`config.mk`:
```
export PLATFORM = sky130hd
export DESIGN_NAME = ata_pio_request_sequencer_unit
export DESIGN_NICKNAME = d
export VERILOG_FILES = /design/src/rtl/apio_pkg.sv /design/src/rtl/apio_regs.sv /design/src/rtl/apio_front.sv /design/src/rtl/apio_jobq.sv /design/src/rtl/apio_back.sv /design/src/rtl/ata_pio_request_sequencer_unit.sv
export SDC_FILE = /design/constraint.sdc
export NUM_CORES = 1
export LEC_CHECK = 0
export BUFFER_PORTS_ARGS = -buffer_cell sky130_fd_sc_hd__buf_2
export CORE_MARGIN = 3
export CORE_UTILIZATION = 49
export DETAILED_ROUTE_END_ITERATION = 6
export PLACE_DENSITY_LB_ADDON = 0.1
export SYNTH_ARGS = -nofsm -noshare
export SYNTH_HDL_FRONTEND = slang
export SYNTH_SLANG_ARGS = --single-unit
```
`constraint.sdc`:
```
create_clock -name clk -period 9.67 [get_ports clk]
set_input_delay 0.967 -clock clk [delete_from_list [all_inputs] [get_ports clk]]
set_output_delay 0.967 -clock clk [all_outputs]
set_load 0.01 [all_outputs]
```
`src/rtl/apio_pkg.sv`:
```
// ATA PIO request sequencer: shared types, codes and task-file constants.
// No dependencies; imported by every module under rtl.
package apio_pkg;

	localparam int QUEUE_DEPTH_DEF   = 16;
	localparam int DWORDS_PER_SECTOR = 128;
	localparam int JOBQ_DEPTH        = 4;

	// request item
	typedef struct packed {
		logic        cmd;
		logic [23:0] block_number;
		logic        drive;
		logic        write_request;
		logic [7:0]  request_tag;
		logic [7:0]  status;
	} req_t;

	// result item
	typedef struct packed {
		logic [2:0] kind;
		logic [9:0] port;
		logic [9:0] value;
		logic [7:0] done_tag;
		logic       error;
		logic       last;
	} res_t;

	typedef struct packed {
		logic [24:0] block_limit;
		logic [2:0]  sectors_per_block;
		logic        second_disk_present;
	} cfg_t;

	typedef struct packed {
		logic [23:0] block;
		logic        drive;
		logic        write;
		logic [7:0]  tag;
	} entry_t;

	typedef enum logic [1:0] {
		JOB_REJECT,
		JOB_ISSUE,
		JOB_RETIRE
	} job_kind_t;

	typedef struct packed {
		job_kind_t  kind;
		entry_t     entry;
		logic [1:0] reason;
		logic       err;
		logic       last;
	} job_t;

	typedef enum logic [1:0] {
		F_IDLE,
		F_RETIRE,
		F_NEXT
	} front_state_t;

	localparam logic CMD_SUBMIT = 1'b0;
	localparam logic CMD_IRQ    = 1'b1;

	localparam logic [2:0] KIND_REGW   = 3'd0;
	localparam logic [2:0] KIND_DOUT   = 3'd1;
	localparam logic [2:0] KIND_DIN    = 3'd2;
	localparam logic [2:0] KIND_DONE   = 3'd3;
	localparam logic [2:0] KIND_REJECT = 3'd4;

	localparam logic [1:0] RSN_BLOCK = 2'd0;
	localparam logic [1:0] RSN_DRIVE = 2'd1;
	localparam logic [1:0] RSN_FULL  = 2'd2;

	localparam logic [1:0] REG_SPB   = 2'd0;
	localparam logic [1:0] REG_LIMIT = 2'd1;
	localparam logic [1:0] REG_DISK1 = 2'd2;

	localparam logic [9:0] PORT_DATA   = 10'h1f0;
	localparam logic [9:0] PORT_COUNT  = 10'h1f2;
	localparam logic [9:0] PORT_LBA0   = 10'h1f3;
	localparam logic [9:0] PORT_LBA1   = 10'h1f4;
	localparam logic [9:0] PORT_LBA2   = 10'h1f5;
	localparam logic [9:0] PORT_DEVHD  = 10'h1f6;
	localparam logic [9:0] PORT_CMD    = 10'h1f7;
	localparam logic [9:0] PORT_CTRL   = 10'h3f6;

	localparam logic [7:0] DEVHD_BASE  = 8'he0;
	localparam logic [7:0] ATA_RD      = 8'h20;
	localparam logic [7:0] ATA_WR      = 8'h30;
	localparam logic [7:0] ATA_RD_MUL  = 8'hc4;
	localparam logic [7:0] ATA_WR_MUL  = 8'hc5;
	localparam logic [7:0] ST_FAULT    = 8'h20;
	localparam logic [7:0] ST_ERR      = 8'h01;

	localparam logic [24:0] LIMIT_RST  = 25'd1000;
	localparam logic [2:0]  SPB_RST    = 3'd1;

endpackage

```
`src/rtl/apio_regs.sv`:
```
// Configuration registers behind an APB-style port.
// Depends on apio_pkg (cfg_t, register indexes, reset values).
module apio_regs (
	input  logic                clk,
	input  logic                arst_n,
	input  logic                psel,
	input  logic                penable,
	input  logic                pwrite,
	input  logic [3:0]          paddr,
	input  logic [31:0]         pwdata,
	output logic [31:0]         prdata,
	output logic                pready,
	output apio_pkg::cfg_t      cfg
);
	import apio_pkg::*;

	cfg_t       cfg_q;
	logic       wr_en;
	logic [1:0] idx;

	assign idx    = paddr[3:2];
	assign wr_en  = psel && penable && pwrite;
	assign pready = 1'b1;
	assign cfg    = cfg_q;

	always_ff @(posedge clk or negedge arst_n) begin
		if (!arst_n) begin
			cfg_q.sectors_per_block   <= SPB_RST;
			cfg_q.block_limit         <= LIMIT_RST;
			cfg_q.second_disk_present <= 1'b0;
		end else if (wr_en) begin
			unique case (idx)
				REG_SPB:   cfg_q.sectors_per_block   <= pwdata[2:0];
				REG_LIMIT: cfg_q.block_limit         <= pwdata[24:0];
				REG_DISK1: cfg_q.second_disk_present <= pwdata[0];
				default: ;
			endcase
		end
	end

	always_comb begin
		unique case (idx)
			REG_SPB:   prdata = {29'd0, cfg_q.sectors_per_block};
			REG_LIMIT: prdata = {7'd0, cfg_q.block_limit};
			REG_DISK1: prdata = {31'd0, cfg_q.second_disk_present};
			default:   prdata = '0;
		endcase
	end

endmodule

```
`src/rtl/apio_front.sv`:
```
// Front end: accepts requests, checks submits, owns the request FIFO memory,
// and posts reject/issue/retire jobs. Depends on apio_pkg.
module apio_front #(
	parameter int QUEUE_DEPTH = apio_pkg::QUEUE_DEPTH_DEF
) (
	input  logic           clk,
	input  logic           arst_n,
	input  apio_pkg::cfg_t cfg,
	input  logic           req_valid,
	output logic           req_ready,
	input  apio_pkg::req_t req,
	input  logic           jq_room,
	output logic           job_push,
	output apio_pkg::job_t job
);
	import apio_pkg::*;

	localparam int PTR_W = $clog2(QUEUE_DEPTH);
	localparam int CNT_W = $clog2(QUEUE_DEPTH + 1);

	entry_t             mem [QUEUE_DEPTH];
	entry_t             rd_q;
	logic [PTR_W-1:0]   head_q, tail_q;
	logic [CNT_W-1:0]   count_q;
	logic               err_q;
	front_state_t       state_q, state_d;

	entry_t             in_entry;
	logic               accept, is_submit, bad_block, bad_drive, full;
	logic               enq, deq;

	function automatic logic [PTR_W-1:0] wrap_next(input logic [PTR_W-1:0] p);
		return (p == PTR_W'(QUEUE_DEPTH - 1)) ? '0 : p + 1'b1;
	endfunction

	assign in_entry  = '{block: req.block_number, drive: req.drive,
	                     write: req.write_request, tag: req.request_tag};
	assign accept    = req_valid && req_ready;
	assign is_submit = (req.cmd == CMD_SUBMIT);
	assign bad_block = {1'b0, req.block_number} >= cfg.block_limit;
	assign bad_drive = req.drive && !cfg.second_disk_present;
	assign full      = (count_q == CNT_W'(QUEUE_DEPTH));
	assign enq       = accept && is_submit && !bad_block && !bad_drive && !full;
	assign deq       = accept && !is_submit && (count_q != '0);

	always_comb begin
		state_d = state_q;
		unique case (state_q)
			F_IDLE:   if (deq) state_d = F_RETIRE;
			F_RETIRE: state_d = (count_q != '0) ? F_NEXT : F_IDLE;
			F_NEXT:   state_d = F_IDLE;
			default:  state_d = F_IDLE;
		endcase
	end

	always_comb begin
		req_ready = 1'b0;
		job_push  = 1'b0;
		job       = '{kind: JOB_REJECT, entry: in_entry, reason: RSN_BLOCK,
		              err: 1'b0, last: 1'b1};
		unique case (state_q)
			F_IDLE: begin
				req_ready = jq_room;
				if (req_valid && jq_room && is_submit) begin
					priority if (bad_block) begin
						job_push   = 1'b1;
						job.reason = RSN_BLOCK;
					end else if (bad_drive) begin
						job_push   = 1'b1;
						job.reason = RSN_DRIVE;
					end else if (full) begin
						job_push   = 1'b1;
						job.reason = RSN_FULL;
					end else if (count_q == '0) begin
						job_push = 1'b1;
						job.kind = JOB_ISSUE;
					end else begin
						job_push = 1'b0;
					end
				end
			end
			F_RETIRE: begin
				job_push  = 1'b1;
				job.kind  = JOB_RETIRE;
				job.entry = rd_q;
				job.err   = err_q && !rd_q.write;
				job.last  = (count_q == '0);
			end
			F_NEXT: begin
				job_push  = 1'b1;
				job.kind  = JOB_ISSUE;
				job.entry = rd_q;
			end
			default: ;
		endcase
	end

	always_ff @(posedge clk or negedge arst_n) begin
		if (!arst_n) begin
			state_q <= F_IDLE;
			head_q  <= '0;
			tail_q  <= '0;
			count_q <= '0;
		end else begin
			state_q <= state_d;
			if (enq) begin
				tail_q  <= wrap_next(tail_q);
				count_q <= count_q + 1'b1;
			end
			if (deq) begin
				head_q  <= wrap_next(head_q);
				count_q <= count_q - 1'b1;
			end
		end
	end

	always_ff @(posedge clk) begin
		if (accept)
			err_q <= (req.status & (ST_FAULT | ST_ERR)) != 8'd0;
	end

	// request FIFO storage, registered read at the head
	always_ff @(posedge clk) begin
		if (enq)
			mem[tail_q] <= in_entry;
		rd_q <= mem[head_q];
	end

endmodule

```
`src/rtl/apio_jobq.sv`:
```
// Short job queue between front and back ends.
// Depends on apio_pkg (job_t, JOBQ_DEPTH).
module apio_jobq (
	input  logic           clk,
	input  logic           arst_n,
	input  logic           push,
	input  apio_pkg::job_t push_job,
	output logic           room,
	input  logic           pop,
	output logic           head_valid,
	output apio_pkg::job_t head_job
);
	import apio_pkg::*;

	localparam int PTR_W = $clog2(JOBQ_DEPTH);
	localparam int CNT_W = $clog2(JOBQ_DEPTH + 1);

	job_t             slot_q [JOBQ_DEPTH];
	logic [PTR_W-1:0] wr_q, rd_q;
	logic [CNT_W-1:0] cnt_q;
	logic             do_pop;

	// room for the two jobs an interrupt can post
	assign room       = (cnt_q <= CNT_W'(JOBQ_DEPTH - 2));
	assign head_valid = (cnt_q != '0);
	assign head_job   = slot_q[rd_q];
	assign do_pop     = pop && head_valid;

	always_ff @(posedge clk or negedge arst_n) begin
		if (!arst_n) begin
			wr_q  <= '0;
			rd_q  <= '0;
			cnt_q <= '0;
		end else begin
			if (push)
				wr_q <= wr_q + 1'b1;
			if (do_pop)
				rd_q <= rd_q + 1'b1;
			unique case ({push, do_pop})
				2'b10:   cnt_q <= cnt_q + 1'b1;
				2'b01:   cnt_q <= cnt_q - 1'b1;
				default: cnt_q <= cnt_q;
			endcase
		end
	end

	always_ff @(posedge clk) begin
		if (push)
			slot_q[wr_q] <= push_job;
	end

endmodule

```
`src/rtl/apio_back.sv`:
```
// Back end: steps each job through its task-file writes, bursts, completion or
// reject, one result per cycle while out_q is free or read. Depends on apio_pkg.
module apio_back (
	input  logic           clk,
	input  logic           arst_n,
	input  apio_pkg::cfg_t cfg,
	input  logic           job_valid,
	input  apio_pkg::job_t job,
	output logic           job_pop,
	output logic           res_valid,
	input  logic           res_ready,
	output apio_pkg::res_t res
);
	import apio_pkg::*;

	logic [2:0]  step_q;
	logic        out_valid_q;
	res_t        out_q;
	res_t        r;
	logic        job_end, fire;
	logic [27:0] sector;
	logic [9:0]  burst;
	logic [7:0]  ata_cmd;
	logic        single;

	assign sector  = 28'(job.entry.block) * 28'(cfg.sectors_per_block);
	assign burst   = 10'(cfg.sectors_per_block * DWORDS_PER_SECTOR);
	assign single  = (cfg.sectors_per_block == 3'd1);
	assign ata_cmd = job.entry.write ? (single ? ATA_WR : ATA_WR_MUL)
	                                 : (single ? ATA_RD : ATA_RD_MUL);

	assign fire      = job_valid && (!out_valid_q || res_ready);
	assign job_pop   = fire && job_end;
	assign res_valid = out_valid_q;
	assign res       = out_q;

	always_comb begin
		r = '{kind: KIND_REGW, port: 10'd0, value: 10'd0,
		      done_tag: job.entry.tag, error: 1'b0, last: 1'b0};
		job_end = 1'b0;
		unique case (job.kind)
			JOB_REJECT: begin
				r.kind  = KIND_REJECT;
				r.value = {8'd0, job.reason};
				job_end = 1'b1;
			end
			JOB_ISSUE: begin
				unique case (step_q)
					3'd0: r.port = PORT_CTRL;
					3'd1: begin
						r.port  = PORT_COUNT;
						r.value = {7'd0, cfg.sectors_per_block};
					end
					3'd2: begin
						r.port  = PORT_LBA0;
						r.value = {2'd0, sector[7:0]};
					end
					3'd3: begin
						r.port  = PORT_LBA1;
						r.value = {2'd0, sector[15:8]};
					end
					3'd4: begin
						r.port  = PORT_LBA2;
						r.value = {2'd0, sector[23:16]};
					end
					3'd5: begin
						r.port  = PORT_DEVHD;
						r.value = {2'd0, DEVHD_BASE | {3'd0, job.entry.drive, sector[27:24]}};
					end
					3'd6: begin
						r.port  = PORT_CMD;
						r.value = {2'd0, ata_cmd};
						job_end = !job.entry.write;
					end
					default: begin
						r.kind  = KIND_DOUT;
						r.port  = PORT_DATA;
						r.value = burst;
						job_end = 1'b1;
					end
				endcase
			end
			JOB_RETIRE: begin
				if (step_q == 3'd0 && !job.entry.write && !job.err) begin
					r.kind  = KIND_DIN;
					r.port  = PORT_DATA;
					r.value = burst;
				end else begin
					r.kind  = KIND_DONE;
					r.error = job.err;
					job_end = 1'b1;
				end
			end
			default: job_end = 1'b1;
		endcase
		r.last = job_end && job.last;
	end

	always_ff @(posedge clk or negedge arst_n) begin
		if (!arst_n) begin
			step_q      <= '0;
			out_valid_q <= 1'b0;
		end else if (fire) begin
			out_valid_q <= 1'b1;
			step_q      <= job_end ? 3'd0 : step_q + 3'd1;
		end else if (res_ready) begin
			out_valid_q <= 1'b0;
		end
	end

	always_ff @(posedge clk) begin
		if (fire)
			out_q <= r;
	end

endmodule

```
`src/rtl/ata_pio_request_sequencer_unit.sv`:
```
// ATA PIO request sequencer, top level: config registers, front end, job queue, back end.
// Depends on apio_pkg, apio_regs, apio_front, apio_jobq, apio_back.
// Throughput: one result per cycle from the back-end step counter unless res_ready
// holds the output. Submits are taken back to back and an interrupt that retires a
// request blocks others until its jobs are posted, all while the job queue has room.
// Reset clears pointers, counts and queues and loads the register defaults; request
// FIFO memory contents stay undefined and need no clearing pass.
module ata_pio_request_sequencer_unit #(
	parameter int QUEUE_DEPTH = apio_pkg::QUEUE_DEPTH_DEF
) (
	input  logic           clk,
	input  logic           arst_n,
	input  logic           psel,
	input  logic           penable,
	input  logic           pwrite,
	input  logic [3:0]     paddr,
	input  logic [31:0]    pwdata,
	output logic [31:0]    prdata,
	output logic           pready,
	input  logic           req_valid,
	output logic           req_ready,
	input  apio_pkg::req_t req,
	output logic           res_valid,
	input  logic           res_ready,
	output apio_pkg::res_t res
);
	import apio_pkg::*;

	cfg_t cfg;
	job_t push_job, head_job;
	logic job_push, jq_room, job_pop, head_valid;

	apio_regs u_regs (
		.clk     (clk),
		.arst_n  (arst_n),
		.psel    (psel),
		.penable (penable),
		.pwrite  (pwrite),
		.paddr   (paddr),
		.pwdata  (pwdata),
		.prdata  (prdata),
		.pready  (pready),
		.cfg     (cfg)
	);

	apio_front #(.QUEUE_DEPTH(QUEUE_DEPTH)) u_front (
		.clk       (clk),
		.arst_n    (arst_n),
		.cfg       (cfg),
		.req_valid (req_valid),
		.req_ready (req_ready),
		.req       (req),
		.jq_room   (jq_room),
		.job_push  (job_push),
		.job       (push_job)
	);

	apio_jobq u_jobq (
		.clk        (clk),
		.arst_n     (arst_n),
		.push       (job_push),
		.push_job   (push_job),
		.room       (jq_room),
		.pop        (job_pop),
		.head_valid (head_valid),
		.head_job   (head_job)
	);

	apio_back u_back (
		.clk       (clk),
		.arst_n    (arst_n),
		.cfg       (cfg),
		.job_valid (head_valid),
		.job       (head_job),
		.job_pop   (job_pop),
		.res_valid (res_valid),
		.res_ready (res_ready),
		.res       (res)
	);

endmodule

```
; After elaboration in Yosys (flattened, before gate mapping)
; Memory sizes are Yosys's and may differ from the RTL's. A register that Yosys moved wholly into a read port is not among the register bits.
; Index checks and enable logic that the tools add are counted.
[classes]
add_sub_neg = 9
mul = 1
n_lt_le_gt_ge = 2
n_eq_ne = 19
mux = 50
bitwise_logic = 2
n_reduce_logical = 46
[ops]
columns = operator, n
row1 = one-hot mux 10 bit (7 select lines), 2
row2 = one-hot mux 25 bit (3 select lines), 1
row3 = 2-to-1 mux 34 bit, 1
row4 = one-hot mux 10 bit (3 select lines), 1
row5 = multiplier 24 x 3 -> 27 bit, 1
row6 = greater-or-equal comparator 24 x 25 -> 1 bit, 1
row7 = 2-to-1 mux 2 bit, 12
row8 = 2-to-1 mux 8 bit, 3
row9 = one-hot mux 10 bit (2 select lines), 1
row10 = logical AND 1 bit, 19
row11 = 2-to-1 mux 19 bit, 1
row12 = 2-to-1 mux 1 bit, 16
row13 = 2-to-1 mux 5 bit, 2
row14 = == test 3 bit (second input constant), 3
row15 = one-hot mux 3 bit (3 select lines), 1
row16 = adder 4 x 1 -> 4 bit (second input constant), 2
row17 = == test 2 x 1 -> 1 bit (second input constant), 4
row18 = == test 2 bit (second input constant), 4
row19 = == test 4 bit (second input constant), 2
row20 = logical NOT 1 bit, 8
row21 = 2-to-1 mux 4 bit, 2
row22 = nonzero test 8 bit, 1
row23 = OR reduction 7 bit, 1
row24 = adder 3 x 1 -> 3 bit (second input constant), 2
row25 = other kinds (25), 38
[totals]
reg_bits = 89
ramBits = 704
out_inout_bits = 68
memories = 2
[memory_table]
columns = name, depth, word_bits, rd, rd_clocked_by_memory_dff, write_ports, line_no
row1 = u_front.mem, 16, 34, 1, 1, 1, apio_front.sv:21  ; entry_t mem [QUEUE_DEPTH];
row2 = u_jobq.slot_q, 4, 40, 1, 0, 1, apio_jobq.sv:18  ; job_t slot_q [JOBQ_DEPTH];

; Logic depth before layout (Yosys ltp)
; An unclocked memory read counts as a cell.
[depth]
word_depth = 10
ltp_mapped = 16
ltp_nobuf = 15

; By module
; A second synthesis with hierarchy kept.
[hier_totals]
hier_cells = 2138
area_unflattened_um2 = 35298.9
[by_module_without_submodules]
columns = mod, n_inst, cells_per_inst, area_per_inst_um2
row1 = apio_front, 1, 1304, 23784.1
row2 = apio_jobq, 1, 247, 6232.2
row3 = apio_back, 1, 479, 3876.2
row4 = apio_regs, 1, 108, 1406.3

; Worst setup path before layout
; OpenSTA, ideal clock, no wires.
[synth_timing]
kind = input -> register
start = input req[36] in the netlist's numbering
end = memory u_jobq.slot_q[0][0] in the netlist's numbering (enable)
setup_ns = 0.499
t_arrival_ns = 5.346
slack_ns = 3.825
cell_stages = 8
cell_sequence = ha_1 > nand4_1 > nor4_1 > nand3_1 > o22ai_1 > or4b_1 > o21ai_1 > a21boi_0
[synth_via]
elab_chain_len = 6
[synth_rtl]
columns = item, line_no
row1 = from (decl), ata_pio_request_sequencer_unit.sv:22  ; input apio_pkg::req_t req,
row2 = greater-or-equal comparator 24 x 25 -> 1 bit, apio_front.sv:40  ; assign bad_block = {1'b0, req.block_number} >= cfg.block_limit;
row3 = 2-to-1 mux 1 bit, apio_front.sv:65  ; priority if (bad_block) begin
row4 = 2-to-1 mux 1 bit, apio_front.sv:64  ; if (req_valid && jq_room && is_submit) begin
row5 = one-hot mux 1 bit (2 select lines), apio_front.sv:61  ; unique case (state_q)
row6 = 2-to-1 mux 1 bit, apio_jobq.sv:48  ; if (push)
row7 = 2-to-1 mux 1 bit (not written as such), apio_jobq.sv:49  ; slot_q[wr_q] <= push_job;
row8 = to (decl), apio_jobq.sv:18
; No other way between the ends.

==> impl_metrics.toml <==
[run_status]
outcome = "finished clean"

[final_layout]
fin_area_um2 = 39900
regArea_um2 = 24100
final_nets = 2514
synthToLayoutAreaGrowth_pct = 14.1
diodes = 0
postLayoutCoreUtil_pct = 56.6
finalNonFillerCells = 3342
layout_commonest_cell = "edfxtp_1"
multi_input_area_um2 = 10200
final_cell_mix = "733 x edfxtp_1, 192 x nand2_1, 129 x buf_2, 116 x mux2i_1, 113 x o21ai_0"
drive_gt1_share_pct = 21.7
nFillCells = 5579

[timing]
period_needed_ps = 4840
period_share_pct = 50.0
slew_viol_final = 0
grt_setup_unrepaired = "false"
worst_pin_slew_ps = 1220
setup_viol = 0
fin_ws_ps = 4830
fin_hold_ws_ps = 488
relSlewSlack_pct = 17.9
tns_ps = 0
max_clock_freq_mhz = 207
finalHoldViolations = 0
fin_skew_ps = 21.7

[critical_path]
arrival_ps = 5190
crit_path_start_kind = "flip-flop"
critical_path_class = "flip-flop to flip-flop"
critPathMaxFanout = 34
end_kind = "flip-flop"
required_ps = 10020

[place]
dpl.cell_count = 3179
place_ws_ps = 4260
post-dp-hpwl_um = 45000
gp_congestion = 0.872
numPortBuffers = 129
placedInstanceArea_um2 = 36700

[synth]
yosysSeqAreaShare_pct = 68.9
syn_area_per_cell_um2 = 16.0
synth_top_area_share_pct = 63.0
synth-edff-count = 733
ys_types = 70
ys_seq_elements = 822
syn_inst = 2178
async_flop_share_pct = 6.69
ys.warnings.count = 0
synthesis.area_um2 = 34900
yosysTopAreaCell = "edfxtp_1"
yosys-top-cells-area = "edfxtp_1 63%, mux4_2 7.0%, dfrtp_1 3.4%"
synth_flop_cell = "edfxtp_1"

[floorplan]
die_area_um2 = 74500
io_pins = 154
coreArea_um2 = 70400
die_h_um = 273
die_x_um = 273
start_util_pct = 49.6
row_count = 97

[clocking]
htreeDepth = 3
clk_pin_slew_ps = 60
cts_tree = "built"
cts-root-buf = "clkbuf_16"
cts_resized = 0
cts_hold_buf = 0
postCtsSetupRepairBufs = 0
cts-buffers-inserted = 87
cts_sinks = 822
clock_latency_ps = 630
cts_buffer_depth = 3

[drt]
via_count = 19167
wire_per_inst_um = 23.9
post-route-drc-count = 0
drtAntennaViolNets = 0
routed_wl_um = 79900
vias_per_cell = 5.74
dr.pass1.iters = 6
drtIter0Drc = 1288

[power_and_ir_drop]
power_mw = 12.0
ir_worst_vdd_uv = 180
power_density_nw_per_um2 = 300
p_leak_nw = 14.1

[worst_hold_path]
hp-class = "flip-flop to flip-flop"

[flow_run]
cap_violations = 0

[global_routing]
grt_pass1_wl_um = 121000
overflow = 0
grt_pass1_vias = 19618
grt.total_usage_pct = 21.7
grt_max_degree = 72
antenna_found_initial = 6
## worst paths after layout
kind | end | startpoint | slack (ps) | cells past startpoint
min reg2reg | u_front.count_q[4]$_DFFE_PN0P_ | u_front.count_q[4]$_DFFE_PN0P_ | 490 | 1
min | u_front.count_q[4]$_DFFE_PN0P_ | u_front.count_q[4]$_DFFE_PN0P_ | 490 | 1
max | u_back.res[10]$_DFFE_PP_ | u_jobq.rd_q[0]$_DFFE_PN0P_ | 4830 | 14
max reg2reg | u_back.res[10]$_DFFE_PP_ | u_jobq.rd_q[0]$_DFFE_PN0P_ | 4830 | 14
min in group asynchronous | u_back.res_valid$_DFFE_PN0P_ | arst_n | 530 | 2
max in group asynchronous | u_front.head_q[3]$_DFFE_PN0P_ | arst_n | 8530 | 2
## critical path: stages, from the launching register on
cell and delay, ps:
dfrtp_2 530, buf_4 620, mux4_2 400, nand2_1 90, fa_1 540, inv_1 40, ha_1 230, fa_1 430
a211oi_1 230, nor2_1 150, o211ai_1 320, a21oi_1 200, a2111oi_0 450, or3_1 190, a32oi_1 100
## where the power goes
group | internal [mW] | leakage (nW) | switching (mW)
logic | 1.55 | 5.06 | 2.21
registers | 4.40 | 7.57 | 0.240
clock network | 2.21 | 1.50 | 1.37
total | 8.16 | 14.1 | 3.81
## cell families after synthesis
| kind of cell | share of synthesized area [%] |
|---|---|
| DFF | 68.9 |
| xor gates and xnor gates | 0.702 |
| muxes | 12.5 |
| AOI/OAI and AO/OA | 6.12 |
| buffers and inverters | 2.49 |
| and+or+nand+nor | 5.13 |
| adders and majority gates | 4.12 |
| other | 0.0215 |
## sequential cells by signal, summed over array words and instances, names as in the netlist
name,count
u_jobq.rd_q,2
u_front.mem,544
u_front.count_q,5
u_jobq.slot_q,160
u_front.rd_q,34
u_front.tail_q,4
u_back.res_valid,1
u_front.head_q,4
u_jobq.cnt_q,3
u_regs.cfg,29
u_front.state_q,2
u_front.err_q,1
u_back.step_q,3
u_jobq.wr_q,2
u_back.res,28
## cell usage after synthesis, drive strengths merged, types with 4 or more instances
library cell,instances
clkbuf,69
a21oi,75
nand3,24
nand4,8
and2,34
buf,45
mux2i,116
ha,75
o211ai,10
fa,25
o21ai,114
nand2b,8
dfstp,7
or3,4
mux2,69
xor2,12
a21boi,5
a221oi,39
and4,4
a21o,11
o22ai,7
nor3,30
nor2b,14
mux4,108
o21a,4
a211oi,6
nand2,192
xnor2,16
inv,99
nor2,44
edfxtp,733
a22oi,38
dfxtp,34
a31oi,4
dfrtp,48
## area by class of cell
| cell class | instances | share of cell area [%] |
|---|---|---|
| sequential | 822 | 60.4 |
| multi-input combinational | 1149 | 25.5 |
| clock buffer | 113 | 5.88 |
| tap | 940 | 2.95 |
| timing repair buffer | 168 | 2.35 |
| clock inverter | 50 | 1.96 |
| inverter | 100 | 0.941 |
## per-layer routing
metal,vias to the layer above,track usage (%),part of all wire (%)
li1,8700,-,-
met1,9839,29.6,44
met2,486,36.6,49
met3,134,3.41,4.6
met4,8,5.44,2.3
met5,-,0,0.076
No activity file was read; power rests on OpenSTA's default activity.
